<file path="src/rtl/dsbf_pkg.sv">
// Package for the DNS section boundary finder: transaction payload types,
// parse state, section/phase/status codes and the size limit.
// No dependencies.
package dsbf_pkg;

	localparam logic [15:0] MAX_MESSAGE_BYTES = 16'd65535;
	localparam logic [15:0] HEADER_BYTES      = 16'd12;
	localparam logic [7:0]  PTR_MASK          = 8'hc0;

	localparam logic [2:0] SEC_HEADER     = 3'd0;
	localparam logic [2:0] SEC_QUESTION   = 3'd1;
	localparam logic [2:0] SEC_ADDITIONAL = 3'd4;
	localparam logic [2:0] SEC_TRAILING   = 3'd5;

	localparam logic [1:0] STATUS_NOT_LAST  = 2'd0;
	localparam logic [1:0] STATUS_OK        = 2'd1;
	localparam logic [1:0] STATUS_SHORT     = 2'd2;
	localparam logic [1:0] STATUS_MALFORMED = 2'd3;

	typedef enum logic [2:0] {
		PH_NAME_LEN = 3'd0,
		PH_LABEL    = 3'd1,
		PH_PTR_LO   = 3'd2,
		PH_FIXED    = 3'd3,
		PH_RDLEN_HI = 3'd4,
		PH_RDLEN_LO = 3'd5,
		PH_RDATA    = 3'd6
	} phase_t;

	typedef struct packed {
		logic [7:0] data_byte;
		logic       last_byte;
	} item_t;

	typedef struct packed {
		logic [2:0]  section_tag;
		logic        is_last;
		logic [1:0]  status;
		logic [15:0] answers_offset;
		logic [15:0] authority_offset;
		logic [15:0] additional_offset;
	} result_t;

	typedef struct packed {
		logic [15:0]      pos;
		logic [2:0]       sec;
		phase_t           phase;
		logic [15:0]      skip;
		logic [15:0]      left;
		logic [3:0][15:0] counts;
		logic [2:0][15:0] starts;
		logic [7:0]       len_hi;
		logic             err;
	} state_t;

	localparam state_t STATE_RESET = '0;

endpackage

</file>
<file path="src/rtl/dsbf_step.sv">
// Per-byte parse step of the DNS section boundary finder: next parse state
// and the result for one message byte. Purely combinational.
// Depends on dsbf_pkg.
module dsbf_step (
	input  dsbf_pkg::state_t  st,
	input  dsbf_pkg::item_t   item,
	output dsbf_pkg::state_t  st_next,
	output dsbf_pkg::result_t res
);

	// Go to the next section with entries, else to the trailing one.
	function automatic dsbf_pkg::state_t advance(input dsbf_pkg::state_t s_in,
			input logic [15:0] off);
		dsbf_pkg::state_t s;
		logic found;
		s = s_in;
		found = 1'b0;
		for (int k = 1; k <= 4; k++) begin
			if (!found && k > int'(s_in.sec)) begin
				if (k >= 2) s.starts[2'(k - 2)] = off;
				if (s_in.counts[2'(k - 1)] != '0) begin
					found = 1'b1;
					s.left = s_in.counts[2'(k - 1)];
					s.sec = 3'(k);
					s.phase = dsbf_pkg::PH_NAME_LEN;
				end
			end
		end
		if (!found) s.sec = dsbf_pkg::SEC_TRAILING;
		return s;
	endfunction

	function automatic dsbf_pkg::state_t entry_done(input dsbf_pkg::state_t s_in,
			input logic [15:0] off);
		dsbf_pkg::state_t s;
		s = s_in;
		s.phase = dsbf_pkg::PH_NAME_LEN;
		s.left = s_in.left - 16'd1;
		if (s.left == '0) s = advance(s, off);
		return s;
	endfunction

	function automatic dsbf_pkg::state_t name_done(input dsbf_pkg::state_t s_in);
		dsbf_pkg::state_t s;
		s = s_in;
		s.phase = dsbf_pkg::PH_FIXED;
		s.skip = (s_in.sec == dsbf_pkg::SEC_QUESTION) ? 16'd4 : 16'd8;
		return s;
	endfunction

	dsbf_pkg::state_t ns;
	logic [15:0] noff;
	logic [15:0] p;
	logic [1:0]  cidx;
	logic [7:0]  b;

	always_comb begin
		ns = st;
		b = item.data_byte;
		p = st.pos;
		noff = 16'(st.pos + 16'd1 - dsbf_pkg::HEADER_BYTES);
		cidx = 2'((p[3:0] - 4'd4) >> 1);
		if (st.pos >= dsbf_pkg::MAX_MESSAGE_BYTES) begin
			ns.err = 1'b1;
		end else if (!st.err) begin
			ns.pos = p + 16'd1;
			if (p < dsbf_pkg::HEADER_BYTES) begin
				if (p >= 16'd4) begin
					if (!p[0]) ns.counts[cidx] = {b, 8'h00};
					else ns.counts[cidx] = st.counts[cidx] | {8'h00, b};
				end
				if (p == dsbf_pkg::HEADER_BYTES - 16'd1) ns = advance(ns, 16'd0);
			end else if (st.sec >= dsbf_pkg::SEC_QUESTION &&
					st.sec <= dsbf_pkg::SEC_ADDITIONAL) begin
				unique case (st.phase)
					dsbf_pkg::PH_NAME_LEN: begin
						if (b == 8'h00) begin
							ns = name_done(ns);
						end else if ((b & dsbf_pkg::PTR_MASK) != 8'h00) begin
							ns.phase = dsbf_pkg::PH_PTR_LO;
						end else begin
							ns.phase = dsbf_pkg::PH_LABEL;
							ns.skip = {8'h00, b};
						end
					end
					dsbf_pkg::PH_LABEL: begin
						ns.skip = st.skip - 16'd1;
						if (ns.skip == '0) ns.phase = dsbf_pkg::PH_NAME_LEN;
					end
					dsbf_pkg::PH_PTR_LO: begin
						ns = name_done(ns);
					end
					dsbf_pkg::PH_FIXED: begin
						ns.skip = st.skip - 16'd1;
						if (ns.skip == '0) begin
							if (st.sec == dsbf_pkg::SEC_QUESTION) ns = entry_done(ns, noff);
							else ns.phase = dsbf_pkg::PH_RDLEN_HI;
						end
					end
					dsbf_pkg::PH_RDLEN_HI: begin
						ns.len_hi = b;
						ns.phase = dsbf_pkg::PH_RDLEN_LO;
					end
					dsbf_pkg::PH_RDLEN_LO: begin
						ns.skip = {st.len_hi, b};
						if (ns.skip == '0) ns = entry_done(ns, noff);
						else ns.phase = dsbf_pkg::PH_RDATA;
					end
					default: begin
						ns.skip = st.skip - 16'd1;
						if (ns.skip == '0) ns = entry_done(ns, noff);
					end
				endcase
			end
		end

		res.section_tag = st.sec;
		res.is_last = item.last_byte;
		res.status = dsbf_pkg::STATUS_NOT_LAST;
		res.answers_offset = '0;
		res.authority_offset = '0;
		res.additional_offset = '0;
		if (item.last_byte) begin
			if (ns.pos < dsbf_pkg::HEADER_BYTES && !ns.err) begin
				res.status = dsbf_pkg::STATUS_SHORT;
			end else if (ns.err) begin
				res.status = dsbf_pkg::STATUS_MALFORMED;
			end else if (ns.pos == dsbf_pkg::HEADER_BYTES) begin
				res.status = dsbf_pkg::STATUS_OK;
			end else if (ns.sec == dsbf_pkg::SEC_TRAILING) begin
				res.status = dsbf_pkg::STATUS_OK;
				res.answers_offset = ns.starts[0];
				res.authority_offset = ns.starts[1];
				res.additional_offset = ns.starts[2];
			end else begin
				res.status = dsbf_pkg::STATUS_MALFORMED;
			end
		end

		// The message ends here, so the next byte starts a fresh header.
		st_next = item.last_byte ? dsbf_pkg::STATE_RESET : ns;
	end

endmodule

</file>
<file path="src/rtl/dns_section_boundary_finder.sv">
// A byte accepted into the input register moves its result into the output
// register as it leaves. Throughput: one byte per cycle while result_ready is high.
// The input register, the parse step and the result register form a two-stage
// pipeline; the parse state updates when a byte leaves the input register.
// Reset (arst_n low, asynchronous) clears the parse state and both valid flags.
// Depends on dsbf_pkg and dsbf_step.
module dns_section_boundary_finder (
	input  logic               clk,
	input  logic               arst_n,
	input  logic               item_valid,
	output logic               item_ready,
	input  dsbf_pkg::item_t    item,
	output logic               result_valid,
	input  logic               result_ready,
	output dsbf_pkg::result_t  result
);

	logic              item_valid_s1;
	dsbf_pkg::item_t   item_s1;
	logic              result_valid_s2;
	dsbf_pkg::result_t result_s2;
	dsbf_pkg::state_t  state_q;
	dsbf_pkg::state_t  state_next;
	dsbf_pkg::result_t step_res;
	logic              step_go;

	assign step_go = item_valid_s1 && (!result_valid_s2 || result_ready);
	assign item_ready = !item_valid_s1 || step_go;

	dsbf_step u_step (
		.st      (state_q),
		.item    (item_s1),
		.st_next (state_next),
		.res     (step_res)
	);

	always_ff @(posedge clk or negedge arst_n) begin
		if (!arst_n) begin
			item_valid_s1 <= 1'b0;
			result_valid_s2 <= 1'b0;
			state_q <= dsbf_pkg::STATE_RESET;
		end else begin
			if (item_ready) item_valid_s1 <= item_valid;
			if (step_go) begin
				result_valid_s2 <= 1'b1;
				state_q <= state_next;
			end else if (result_ready) begin
				result_valid_s2 <= 1'b0;
			end
		end
	end

	always_ff @(posedge clk) begin
		if (item_valid && item_ready) item_s1 <= item;
		if (step_go) result_s2 <= step_res;
	end

	assign result_valid = result_valid_s2;
	assign result = result_s2;

endmodule

</file>
<file path="config.mk">
export PLATFORM = sky130hd
export DESIGN_NAME = dns_section_boundary_finder
export DESIGN_NICKNAME = d
export VERILOG_FILES = /design/src/rtl/dsbf_pkg.sv /design/src/rtl/dsbf_step.sv /design/src/rtl/dns_section_boundary_finder.sv
export SDC_FILE = /design/constraint.sdc
export NUM_CORES = 1
export LEC_CHECK = 0
export BUFFER_PORTS_ARGS = -buffer_cell sky130_fd_sc_hd__buf_4
export CAP_MARGIN = 15
export CORE_ASPECT_RATIO = 2
export CORE_UTILIZATION = 35
export DETAILED_ROUTE_END_ITERATION = 7
export GPL_ROUTABILITY_DRIVEN = 0
export SLEW_MARGIN = 20
export SYNTH_ARGS = -nofsm -noshare
export SYNTH_HDL_FRONTEND = slang
export SYNTH_SLANG_ARGS = --single-unit
</file>
<file path="constraint.sdc">
create_clock -name clk -period 3.57 [get_ports clk]
set_input_delay 0.1785 -clock clk [delete_from_list [all_inputs] [get_ports clk]]
set_output_delay 0.1785 -clock clk [all_outputs]
set_load 0.05 [all_outputs]
</file>
==> metrics.cfg <==
[setup_path]
worstPathRequired_ps=3930
end_kind=register
cp_max_fo=12
r2r_cells=13
criticalPathCategory=register to register
r2r_slack_ps=40
rr_endpoint=state_q[126]$_DFFE_PN0P_
cp_data_arrival_time_ps=3890
worstSetupStartpointType=register
reg2reg_from=state_q[140]$_DFFE_PN0P_

[pwr]
p_clk_frac=0.255
p_switching_mw=3.298
combPwrFrac=0.437
p_per_area_nw_per_um2=556.5
leakagePower_nw=5.759
vdd_drop_max_mv=0.4110
seq_power_share=0.308
p_total_mw=7.857
p_int_mw=4.559
p_sw_frac=0.4197

[route]
drcViolationCount=0
routed_wl_um=42870
num_vias=11540
ant_nets=0
via_per_inst=5.972
firstDrtPassIters=5
routedWlPerCell_um=22.19
drt_iter0_markers=816

[worst_hold_path]
hold_path.startpoint=result_ready
min_path_type=input port to register
hold_depth=3
whs_endpoint=result_valid$_DFFE_PN0P_

[sta]
tightestPinTransition_ps=969.8
slew_headroom=0.3510
skew_ps=9.656
setup-violations-final=0
layout_min_cycle_time_ps=3532
fin_crit_sh=0.9894
slew_violations=0
rsz0062_at_grt=true
hold_viol_final=0
fmax_ghz=0.2831
layout_setup_ws_ps=37.74

[global_routing]
grt_use_total=0.2606
grt_pass1_vias=11280
grt_first_pass_wirelength_um=64680
antenna_found_initial=0
grt_overflow=0
grt_max_degree=79

[place]
dpl.hpwl_um=32110
port_buffers=52
dp_slack_ps=-163.9
post-place-cells=1885

[floorplan]
dieWidth_um=130.0
io_pins=69
core_um2=32230
die_h_um=258.0
start_util=0.3559
fp-row-count=93
die-area_um2=33550

[synth]
synth-edff-count=47
synth_ff_type=dfrtp_1
synth_area_leaders=dfrtp_1, edfxtp_1, nand2_1, nor2_1, a21oi_1
synth_cell_types=79
yosys_register_bits=176
synth_top_area_cell=dfrtp_1
async_flop_share=0.7330
ys_warn_count=0
syn_area_per_cell_um2=8.454
synth_top_area_share=0.2814
synth_seq_area_share=0.4044
syn-cell-area_um2=11470
synthCells=1357

[cells_and_area]
final_cell_count_no_fill=1932
area_growth_pct=23.07
final_nets=1512
drive_above_1_share=0.2000
n_antenna_cell=0

[clock_network]
cts_tree=yes
path_clk_slew_ps=70
clock_latency_ps=460
cts_buffers=17
cts_max_level=4
root_buffer=clkbuf_16
cts.sinks=176
clockBufferDepth=2

[job]
cap_violations=0

[outcome]
outcome=finished, final reports clean

[area by class of cell]
type | instances | area (um2)
Multi-Input combinational cell | 1050 | 6419
Clock buffer | 21 | 471.7
Timing Repair Buffer | 223 | 1819
Clock inverter | 11 | 145.1
Sequential cell | 176 | 4639
Inverter | 24 | 90.09
Tap cell | 427 | 534.3
Fill cell | 3158 | 18110
[critical path, cell delays in order (launching register included)]
cell	delay [ps]
dfrtp_1	390
buf_4	130
buf_4	150
nor4_1	330
buf_4	200
a21oi_1	70
or2_2	340
o2111ai_1	420
a21oi_1	70
o211ai_1	450
buf_4	290
or2_1	300
o22ai_1	120
a21o_1	170
[registers in the layout (all words and copies together), names as in the netlist]
register / count
item_s1: 9
result_valid: 1
result: 38
state_q: 127
item_valid_s1: 1
[power groups by stage]
| stage | sequential (mW) | combinational, mW | clock [mW] |
|---|---|---|---|
| after global placement | 2.45 | 3.28 | 0 |
| after detailed placement | 2.45 | 3.30 | 0 |
| after floorplan | 2.47 | 1.96 | 0 |
| after global routing | 2.44 | 3.65 | 2.12 |
| final | 2.42 | 3.43 | 2.00 |
| after CTS | 2.41 | 3.33 | 2.04 |
[cell usage after synthesis (5+ instances only)]
library cell	instances
nand2_1	158
nor2_1	138
dfrtp_1	129
clkbuf_1	91
a21oi_1	86
o21ai_0	74
a22oi_1	57
edfxtp_1	47
a22o_1	39
nor3_1	38
nand3_1	32
nor4_1	27
xnor2_1	26
o31ai_1	23
inv_1	21
o21ai_1	20
a31oi_1	19
nand4_1	17
buf_4	16
o22ai_1	16
or3_1	16
xor2_1	16
a21o_1	15
a221oi_1	13
or4_1	13
mux2i_1	12
and3_1	11
nor4b_1	11
and2_1	10
nand2b_1	10
o211ai_1	10
or2_2	10
a211oi_1	9
buf_2	9
nor2b_1	8
ha_1	7
a32oi_1	6
buf_1	6
a31o_2	5
mux2_2	5
nor3b_1	5
o2111ai_1	5
o21bai_1	5
[per-layer routing]
metal / vias to the layer above / GRT usage / part of all wire
met1: 5475 / 0.2554 / 0.33
li1: 5316 / - / -
met2: 546 / 0.4730 / 0.53
met4: 0 / 0.2099 / 0.084
met3: 200 / 0.03936 / 0.050
met5: - / 0 / 0
[metrics by stage]
step / utilization / TNS, ps / hold WS [ps] / instance area, um2
2_1_floorplan: - / 0 / -117.1 / 11540
3_3_place_gp: 0.4096 / -2.367 / 264.1 / 13200
3_5_place_dp: 0.4096 / -2185 / 270.1 / 13200
4_1_cts: 0.4326 / 0 / 0.3340 / 13940
5_1_grt: 0.4380 / -328.8 / 27.70 / 14120
6_report: 0.4380 / 0 / 11.95 / 14120
[how the worst max path moves through the flow]
| stage | end | slack [ps] | depth (start not counted) | start |
|---|---|---|---|---|
| final | state_q[126]$_DFFE_PN0P_ | 40 | 13 | state_q[140]$_DFFE_PN0P_ |
| after global routing | result[32]$_SDFFCE_PP0P_ | -30 | 11 | state_q[165]$_DFFE_PN0P_ |
| after floorplan | result[24]$_SDFFCE_PP0P_ | 30 | 12 | state_q[141]$_DFFE_PN0P_ |
| after detailed placement | result[44]$_SDFFCE_PP0P_ | -160 | 12 | state_q[140]$_DFFE_PN0P_ |
| after global placement | state_q[16]$_DFFE_PN0P_ | -1 | 12 | state_q[140]$_DFFE_PN0P_ |
| after CTS | result[37]$_SDFFCE_PP0P_ | 30 | 14 | state_q[160]$_DFFE_PN0P_ |
[cell families (layout without fill, tap and decap cells)]
kind of cell | after synthesis | after routing | synth area share
compound gates | 443 | 443 | 0.2613
buf+inv | 146 | 279 | 0.05399
simple gates | 525 | 525 | 0.2249
other cells | 1 | 16 | 0.0003269
fa+ha+maj | 7 | 7 | 0.007634
xor+xnor | 42 | 42 | 0.03206
flops | 176 | 176 | 0.4044
mux | 17 | 17 | 0.01538
[layout by cell type (no fill, tap or decap), drive strengths merged, types with 14 or more instances in the layout]
master,netlist,routed
buf,31,210
nand2,158,158
nor2,139,139
dfrtp,129,129
o21ai,95,95
a21oi,86,86
a22oi,57,57
edfxtp,47,47
nor3,40,40
a22o,39,39
nand3,32,32
nor4,30,30
inv,21,27
xnor2,26,26
o31ai,23,23
clkbuf,91,23
a31oi,19,19
nand4,17,17
xor2,16,16
o22ai,16,16
conb,1,16
or3,16,16
a21o,15,15
or4,14,14
[what timing repair did]
action,4_1_cts,5_1_grt
endpoints found under the setup margin,19,54
pin swaps,0,9
hold endpoints to repair,87,0
resized for setup,4,23
hold buffers,11,0
buffers inserted,0,2
cloned,0,2
Note: power is estimated with default switching activity, not from simulation.
